===== config.mk =====
export PLATFORM = sky130hd
export DESIGN_NAME = prime_trial_division_summer
export DESIGN_NICKNAME = d
export VERILOG_FILES = /design/src/rtl/core/prtd_pkg.sv /design/src/rtl/core/prime_trial_division_summer.sv /design/src/rtl/core/prtd_mod.sv
export SDC_FILE = /design/constraint.sdc
export NUM_CORES = 1
export LEC_CHECK = 0
export BUFFER_PORTS_ARGS = -buffer_cell sky130_fd_sc_hd__buf_4
export CAP_MARGIN = 20
export CORE_AREA = 2 2 159 239
export CTS_CLUSTER_SIZE = 8
export DETAILED_ROUTE_END_ITERATION = 8
export DIE_AREA = 0 0 161 241
export PLACE_DENSITY = 0.44
export SYNTH_ARGS = -nofsm -noshare
export SYNTH_HDL_FRONTEND = slang
export SYNTH_SLANG_ARGS = --single-unit

===== constraint.sdc =====
create_clock -name clk -period 3.9 [get_ports clk]
set_input_delay 0 -clock clk [delete_from_list [all_inputs] [get_ports clk]]
set_output_delay 0 -clock clk [all_outputs]
set_load 0.005 [all_outputs]

===== src/rtl/core/prtd_pkg.sv =====
// Shared widths and types for the trial-division prime summer.
`default_nettype none
package prtd_pkg;

  // Candidate and running-sum widths
  localparam int VALUE_BITS = 20;
  localparam int SUM_BITS   = 48;

  // Divisor runs up to just past sqrt(2^VALUE_BITS)
  localparam int DIV_BITS   = VALUE_BITS / 2 + 1;
  // Square of the divisor can just exceed the largest candidate
  localparam int SQ_BITS    = VALUE_BITS + 1;
  // Bit counter of the remainder unit
  localparam int CNT_BITS   = $clog2(VALUE_BITS + 1);
  // Saturating adder width
  localparam int ADD_BITS   = ((SUM_BITS > VALUE_BITS) ? SUM_BITS : VALUE_BITS) + 1;

  // Fixed stream field widths
  localparam int CAND_W     = 20;
  localparam int OUT_SUM_W  = 48;
  localparam int S_DATA_W   = 24;
  localparam int M_DATA_W   = 56;

  // Remainder unit status toward the sequencer
  typedef struct packed {
    logic done;
    logic rem_zero;
  } prtd_div_stat_t;

endpackage
`default_nettype wire


===== src/rtl/core/prime_trial_division_summer.sv =====
// Top level: trial-division primality test with a saturating running sum of primes.
// Each candidate tries divisors from 2 upward, k <= floor(sqrt(candidate)) - 1 of them, each
//   through the remainder unit; a composite stops at its first divisor that leaves no remainder.
// One transaction at a time, paced by the bit-serial remainder unit; the result
//   waits in an output register, so the next transaction may be accepted meanwhile.
// Reset (rst, synchronous, active high) empties the sum and the flag and idles the sequencer.
`default_nettype none
module prime_trial_division_summer (
  input  wire logic                          clk,
  input  wire logic                          rst,
  // s_tdata, from bit 0: candidate[19:0], clear_sum[20], zero fill [23:21]
  input  wire logic [prtd_pkg::S_DATA_W-1:0] s_tdata,
  input  wire logic                          s_tvalid,
  output logic                               s_tready,
  // m_tdata, from bit 0: candidate_is_prime[0], prime_sum[48:1],
  // sum_saturated[49], zero fill [55:50]
  output logic [prtd_pkg::M_DATA_W-1:0]      m_tdata,
  output logic                               m_tvalid,
  input  wire logic                          m_tready
);
  import prtd_pkg::*;

  // Sequencer states
  localparam logic [1:0] ST_IDLE  = 2'd0;
  localparam logic [1:0] ST_CHECK = 2'd1;
  localparam logic [1:0] ST_DIV   = 2'd2;
  localparam logic [1:0] ST_DONE  = 2'd3;

  logic [1:0]            state;
  logic [VALUE_BITS-1:0] n;         // candidate under test
  logic [DIV_BITS-1:0]   d;         // current trial divisor
  logic [SQ_BITS-1:0]    sq;        // d*d, kept incrementally
  logic                  prime_flag;
  logic [SUM_BITS-1:0]   sum;
  logic                  sat;

  logic                  div_start;
  prtd_div_stat_t        div_stat;

  logic                  s_fire;
  logic                  m_fire;
  logic                  out_free;
  logic                  sq_past;
  logic [SQ_BITS-1:0]    sq_next;
  logic [ADD_BITS-1:0]   add_sum;
  logic                  add_over;
  logic [SUM_BITS-1:0]   sum_next;
  logic                  sat_next;

  localparam logic [ADD_BITS-1:0] SUM_TOP = ADD_BITS'({SUM_BITS{1'b1}});

  assign s_tready = (state == ST_IDLE);
  assign s_fire   = s_tvalid && s_tready;
  assign m_fire   = m_tvalid && m_tready;
  assign out_free = !m_tvalid || m_tready;

  // Stop once d*d passes the candidate
  assign sq_past   = (sq > {1'b0, n});
  // (d+1)^2 = d^2 + 2d + 1
  assign sq_next   = sq + SQ_BITS'({d, 1'b1});
  assign div_start = (state == ST_CHECK) && !sq_past;

  // Saturating add of a prime into the running sum
  assign add_sum  = ADD_BITS'(sum) + ADD_BITS'(n);
  assign add_over = (add_sum > SUM_TOP);

  always_comb begin
    sum_next = sum;
    sat_next = sat;
    if (prime_flag) begin
      if (add_over) begin
        sum_next = {SUM_BITS{1'b1}};
        sat_next = 1'b1;
      end else begin
        sum_next = add_sum[SUM_BITS-1:0];
      end
    end
  end

  prtd_mod u_mod (
    .clk      (clk),
    .rst      (rst),
    .start    (div_start),
    .dividend (n),
    .divisor  (d),
    .stat     (div_stat)
  );

  // Sequencer and running sum
  always_ff @(posedge clk) begin
    if (rst) begin
      state    <= ST_IDLE;
      sum      <= '0;
      sat      <= 1'b0;
      m_tvalid <= 1'b0;
    end else begin
      // Post a new result, or drop valid once the waiting one is taken
      if ((state == ST_DONE) && out_free) begin
        m_tvalid <= 1'b1;
      end else if (m_fire) begin
        m_tvalid <= 1'b0;
      end
      unique case (state)
        ST_IDLE: begin
          if (s_fire) begin
            // Clear ahead of the new candidate; the waiting result keeps its copy
            if (s_tdata[CAND_W]) begin
              sum <= '0;
              sat <= 1'b0;
            end
            state <= ST_CHECK;
          end
        end
        ST_CHECK: begin
          if (sq_past) begin
            state <= ST_DONE;
          end else begin
            state <= ST_DIV;
          end
        end
        ST_DIV: begin
          if (div_stat.done) begin
            state <= div_stat.rem_zero ? ST_DONE : ST_CHECK;
          end
        end
        ST_DONE: begin
          // Hold until the output register is free, then post the result
          if (out_free) begin
            sum      <= sum_next;
            sat      <= sat_next;
            state    <= ST_IDLE;
          end
        end
        default: state <= ST_IDLE;
      endcase
    end
  end

  // Datapath registers
  always_ff @(posedge clk) begin
    unique case (state)
      ST_IDLE: begin
        if (s_fire) begin
          n  <= VALUE_BITS'(s_tdata[CAND_W-1:0]);
          d  <= DIV_BITS'(2);
          sq <= SQ_BITS'(4);
        end
      end
      ST_CHECK: begin
        // No divisor left: prime unless the candidate is zero or one
        if (sq_past) begin
          prime_flag <= |n[VALUE_BITS-1:1];
        end
      end
      ST_DIV: begin
        if (div_stat.done) begin
          if (div_stat.rem_zero) begin
            prime_flag <= 1'b0;
          end else begin
            d  <= d + DIV_BITS'(1);
            sq <= sq_next;
          end
        end
      end
      ST_DONE: begin
        if (out_free) begin
          m_tdata <= {{(M_DATA_W - OUT_SUM_W - 2){1'b0}}, sat_next,
                      OUT_SUM_W'(sum_next), prime_flag};
        end
      end
      default: ;
    endcase
  end

endmodule
`default_nettype wire


===== src/rtl/core/prtd_mod.sv =====
// Bit-serial restoring remainder unit: dividend mod divisor, one bit per cycle.
`default_nettype none
module prtd_mod (
  input  wire logic                              clk,
  input  wire logic                              rst,
  input  wire logic                              start,
  input  wire logic [prtd_pkg::VALUE_BITS-1:0]   dividend,
  input  wire logic [prtd_pkg::DIV_BITS-1:0]     divisor,
  output prtd_pkg::prtd_div_stat_t               stat
);
  import prtd_pkg::*;

  logic [DIV_BITS-1:0]   rem;
  logic [VALUE_BITS-1:0] shf;
  logic [CNT_BITS-1:0]   cnt;
  logic                  busy;
  logic                  done;
  logic [DIV_BITS:0]     trial;
  logic [DIV_BITS:0]     diff;
  logic                  take;

  // Shift in the next dividend bit and subtract when it fits
  assign trial = {rem, shf[VALUE_BITS-1]};
  assign diff  = trial - {1'b0, divisor};
  assign take  = (trial >= {1'b0, divisor});

  always_ff @(posedge clk) begin
    if (rst) begin
      busy <= 1'b0;
      done <= 1'b0;
      cnt  <= '0;
    end else begin
      done <= !start && busy && (cnt == CNT_BITS'(1));
      if (start) begin
        busy <= 1'b1;
        cnt  <= CNT_BITS'(VALUE_BITS);
      end else if (busy) begin
        cnt <= cnt - CNT_BITS'(1);
        if (cnt == CNT_BITS'(1)) begin
          busy <= 1'b0;
        end
      end
    end
  end

  always_ff @(posedge clk) begin
    if (start) begin
      rem <= '0;
      shf <= dividend;
    end else if (busy) begin
      rem <= take ? diff[DIV_BITS-1:0] : trial[DIV_BITS-1:0];
      shf <= {shf[VALUE_BITS-2:0], 1'b0};
    end
  end

  assign stat.done     = done;
  assign stat.rem_zero = (rem == '0);

endmodule
`default_nettype wire


* Word-level counts from Yosys, hierarchy flattened
Cells that the tools add are included.
Cells by class: equal/unequal tests 11, reductions and logical operators 25, add/subtract/negate cells 5, magnitude comparators 3, mux-type cells 40
Operator list (number):
- two-way mux 48 bit | 5
- one-hot mux 48 bit (2 select lines) | 1
- two-way mux 21 bit | 3
- adder 48 x 20 -> 49 bit | 1
- greater-than comparator 49 x 48 -> 1 bit, second input constant | 1
- two-way mux 11 bit | 4
- one-hot mux 21 bit (2 select lines) | 1
- two-way mux 20 bit | 2
- one-hot mux 11 bit (2 select lines) | 1
- adder 21 x 12 -> 21 bit | 1
- greater-than comparator 21 x 20 -> 1 bit | 1
- OR reduction 19 bit | 1
- two-way mux 1 bit | 14
- greater-or-equal comparator 12 x 11 -> 1 bit | 1
- AND reduction 4 bit | 3
- adder 11 x 1 -> 11 bit, second input constant | 1
- logical NOT 11 bit | 1
- subtractor 11 bit | 1
- two-way mux 5 bit | 2
- != test 2 bit, second input constant | 5
- nonzero test 2 bit | 5
- two-way mux 2 bit | 4
- one-hot mux 2 bit (4 select lines) | 1
- logical AND 1 bit | 6
- other kinds (12) | 18
Word-level totals: logic and storage cells 99, input port bits 28, bits in registers 193, output and inout bits 58

* Logic depth before layout (Yosys ltp)
depth in word-level cells 6, gate-level depth with buffers 12

* Cells and area by module
A second synthesis with hierarchy kept.
Second synthesis, totals: cell total of the unflattened synthesis 1146, area, all modules 11148.2 um2
Modules (own cells, without submodules):
- prime_trial_division_summer | cells each 926, times used 1, area an instance 8941.1 um2
- prtd_mod | cells each 220, times used 1, area an instance 2207.1 um2

* Worst setup path after synthesis
Ideal clock, no wire load.
kind flip-flop to flip-flop, start point register state[1], end point register sum[23], setup slack 0.761 ns, data arrival time 3.069 ns, setup time 0.070 ns, period minus slack after synthesis 3.139 ns, stages on the path, launching flop included 9, required time 3.830 ns, path through dfxtp_1 clkbuf_1 nand3_1 inv_1 clkbuf_1 and3_1 clkbuf_1 o21ai_0 a21oi_1
On the way: cells in the longest elaborated chain, start to end 4
RTL lines:
- from (decl) | RTL line prime_trial_division_summer.sv:29 | logic [1:0] state;
- from (signal assigned) | RTL line prime_trial_division_summer.sv:123 | state <= div_stat.rem_zero ? ST_DONE : ST_CHECK;
- logical NOT 2 bit | RTL line prime_trial_division_summer.sv:52, prime_trial_division_summer.sv:103
- logical AND 1 bit | RTL line prime_trial_division_summer.sv:53 | assign s_fire = s_tvalid && s_tready;
- != test 2 x 1 -> 1 bit (no source line)
- AND reduction 4 bit (no source line)
- to (signal assigned) | RTL line prime_trial_division_summer.sv:129 | sum <= sum_next;
- to (decl) | RTL line prime_trial_division_summer.sv:34 | logic [SUM_BITS-1:0] sum;
Several ways; a longest one is shown, not always the timed one. A chain may end at the register's enable or synchronous reset.

* Final worst setup path
start point register n[0], end point register m_tdata[25] in the netlist's numbering, data pin
On the way: cells in the longest elaborated chain, start to end 4
RTL lines:
- from (decl) | RTL line prime_trial_division_summer.sv:30 | logic [VALUE_BITS-1:0] n;
- from (signal assigned) | RTL line prime_trial_division_summer.sv:144 | n <= VALUE_BITS'(s_tdata[CAND_W-1:0]);
- adder 48 x 20 -> 49 bit (*) | RTL line prime_trial_division_summer.sv:64 | assign add_sum = ADD_BITS'(sum) + ADD_BITS'(n);
- greater-than comparator 49 x 48 -> 1 bit | RTL line prime_trial_division_summer.sv:65 | assign add_over = (add_sum > SUM_TOP);
- two-way mux 48 bit (*) | RTL line prime_trial_division_summer.sv:71 | if (add_over) begin
- two-way mux 48 bit (*) | RTL line prime_trial_division_summer.sv:70 | if (prime_flag) begin
- named net sum_next[24] | RTL line prime_trial_division_summer.sv:47 | logic [SUM_BITS-1:0] sum_next;
- to (signal assigned) | RTL line prime_trial_division_summer.sv:167 | m_tdata <= {{(M_DATA_W - OUT_SUM_W - 2){1'b0}}, sat_next,
- to (decl) | RTL line prime_trial_division_summer.sv:17 | output logic [prtd_pkg::M_DATA_W-1:0] m_tdata,
Mark *: on every way through the listed nets, which the timed path passes. The rest lies on a longest branch.

==> flow_metrics.tcl <==
set metrics [dict create \
    yosysUniqueCellTypes 77 \
    synth_warnings 0 \
    maxCapViolCount 0 \
    synth_area_leader_cell "edfxtp_1" \
    slew_headroom_pct 38.4 \
    critPathMaxStageDelay_ps 410 \
    drtPass1Iterations 5 \
    ctsLongestPathBuffers 2 \
    synth_compound_area_share_pct 18.8 \
    setup_viol 0 \
    area_growth_pct 17.5 \
    synth_top_area_share_pct 33.8 \
    drv_slew 0 \
    seq_area_frac_synth_pct 46.6 \
    synth_fa_ha_area_share_pct 8.00 \
    p_int_mw 3.94 \
    synthMuxAreaShare_pct 0.378 \
    fp.dieH_um 241 \
    ant_nets 0 \
    drive_gt1_share_pct 12.3 \
    instances_no_fill 1718 \
    hold_slack_ps 33.5 \
    crit_path_cell_trace "ha_1 > inv_1 > fa_1 > nand2b_1 > a211oi_1 > o211a_1 > o2111a_1 > o211ai_1 > nor2_1 > mux2_2" \
    finalCritPeriodShare_pct 85.9 \
    clock.fmax_mhz 298 \
    hold_class "in2reg" \
    worst_pin_slew_ps 925 \
    power_frac_comb_pct 25.3 \
    synth_top_family_by_area "compound AO/OA/AOI/OAI gates" \
    clkPwrFrac_pct 29.9 \
    p_leak_nw 5.13 \
    yosys.area_share.simple_pct 16.8 \
    row_count 86 \
    rsz0062_at_grt "false" \
    skew_ps 14.4 \
    hold_violations 0 \
    setup_tns_ps 0 \
    antenna_cells 0 \
    dp_hpwl_mm 22.3 \
    syn_area_per_cell_um2 9.65 \
    endpoint_kind "flop" \
    irDropWorstVdd_mv 0.282 \
    placed_cells 1664 \
    synth_ff_type "edfxtp_1" \
    dr.first_iter.drc_count 407 \
    syn_area_um2 10900 \
    track_usage_pct 15.7 \
    wire_per_inst_um 17.2 \
    clockRootBuffer "clkbuf_16" \
    cts_tree "built" \
    synth_edf_count 123 \
    gr-total-overflow 0 \
    grt_pass1_vias 8620 \
    via_per_inst 4.96 \
    worstSetupPathType "reg2reg" \
    ys_top_cells_by_area "edfxtp_1 34%, dfxtp_1 13%, ha_1 7.4%" \
    grt_max_degree 60 \
    min_period_ps 3350 \
    crit_fanout 7 \
    synth_xor_area_share_pct 4.97 \
    drc 0 \
    worstSetupStartpointType "flop" \
    status "finished clean" \
    path_delay_family "compound AO/OA/AOI/OAI gates" \
    die_w_um 161 \
    clock-sinks 193 \
    cp_num_buf_inv 1 \
    p_sw_share_pct 32.1 \
    cts_inserted_buffers 17 \
    powerDensity_nw_per_um2 452 \
    switching_power_mw 1.86 \
    clock_latency_ps 450 \
    grt_pass1_wl_mm 46.9 \
    worstPathRequired_ps 4100 \
    io_pins 86 \
    post_cts_buffers 0 \
    io_buffers 76 \
    final_cell_area_um2 12800 \
    core_um2 36600 \
    worst_path_max_delay_cell "edfxtp_1" \
    placed_cell_area_um2 12000 \
    netlist_instances 1132 \
    dieArea_um2 38800 \
    nNetsFinal 1317 \
    routed_wl_mm 29.6 \
    worstPathArrival_ps 3560 \
    p_seq_share_pct 44.8 \
    antenna_found_initial 0 \
    synth_async_sr_flop_share_pct 0 \
    vias 8521 \
    ys_ff_latch 193 \
    clk_pin_slew_ps 70 \
    gp_congestion 0.807 \
    cts-htree-levels 4 \
    start_util_pct 29.9 \
]
## layout make-up
| type | instances | area (µm²) |
|---|---|---|
| Tap cell | 484 | 606 |
| Clock inverter | 11 | 95.1 |
| Fill cell | 3756 | 23800 |
| Clock buffer | 21 | 482 |
| Sequential cell | 193 | 5090 |
| Inverter | 59 | 221 |
| Timing Repair Buffer | 119 | 948 |
| Multi-Input combinational cell | 831 | 5390 |
## state kept, by name, summed over array words and instances, names as in the netlist
name and count:
m_tvalid 1, sat 1, state 2, sum 48
u_mod.rem 11, prime_flag 1, u_mod.cnt 5, sq 21
u_mod.done 1, m_tdata 50, n 20, u_mod.shf 20
u_mod.busy 1, d 11
## worst register-to-register path, delay by kind of cell (launching register included)
kind / cells / cell delay (ps)
muxes: 1 / 360
AOI/OAI and AO/OA: 4 / 1250
adders and majority gates: 2 / 610
and+or+nand+nor: 2 / 440
buffers and inverters: 1 / 60
DFF: 1 / 410
## repair_timing
item                      CTS  global route
hold endpoints to repair   36             0
resized for setup           0             0
hold buffers               22             0
## cell usage after synthesis, drive strengths merged, types with 6 or more instances
library cell and instances:
edfxtp 123, nor2 115, nand2 92, a21oi 86
o21ai 83, dfxtp 70, ha 65, inv 59
clkbuf 39, xnor2 38, nand3 31, nor3 24
xor2 24, a31oi 21, and3 21, a21o 19
a22o 17, nand4 17, buf 15, nor2b 15
o21a 14, nand2b 12, nor4 11, a211oi 8
and4 7, a221o 6, and2 6, o211ai 6
o311ai 6, or3 6
## metrics by stage
| stage | util, % | power [mW] | setup WS [ps] |
|---|---|---|---|
| finish | 35.1 | 5.80 | 548 |
| global route | 35.1 | 6.18 | 324 |
| CTS | 35.1 | 5.90 | 530 |
| detailed placement | 32.9 | 4.11 | 535 |
| global placement | 32.9 | 4.10 | 580 |
| floorplan | - | 3.66 | 761 |
## power groups by stage
stage / combinational [mW] / sequential, mW / clock, mW
after floorplan: 1.10 / 2.56 / 0
after global placement: 1.46 / 2.65 / 0
after CTS: 1.49 / 2.60 / 1.80
after global routing: 1.68 / 2.62 / 1.87
final: 1.47 / 2.60 / 1.73
after detailed placement: 1.47 / 2.65 / 0
## cell usage in the layout (no fill, tap or decap), types with 31 or more instances in the layout
cell type,n
edfxtp_1,123
nor2_1,112
buf_4,97
nand2_1,92
a21oi_1,85
o21ai_0,76
dfxtp_1,70
ha_1,65
inv_1,57
xnor2_1,38
nand3_1,31
## routing by layer
layer	wire (µm)	global-route usage, %	up-vias
met5	0	0	-
met3	659	2.30	34
met4	692	5.90	0
met1	12000	17.2	4055
met2	16200	30.2	113
li1	-	-	4319
## path summary, 6_finish.rpt
path	startpoint	to	slack, ps	cells after the start
worst max-delay path	n[0]	m_tdata[25]	550	10
worst min-delay path	s_tvalid	state[0]	30	4
worst max register to register	n[0]	m_tdata[25]	550	10
worst min register to register	sum[11]	sum[11]	490	2
## kinds of logic (layout without fill, tap and decap cells)
logic type / Yosys count / after routing
muxes: 4 / 4
xor gates and xnor gates: 62 / 62
adders and majority gates: 68 / 68
buffers and inverters: 113 / 210
and+or+nand+nor: 374 / 374
DFF: 193 / 193
AOI/OAI and AO/OA: 317 / 317
other: 1 / 6
(Power assumes the default switching activity.)
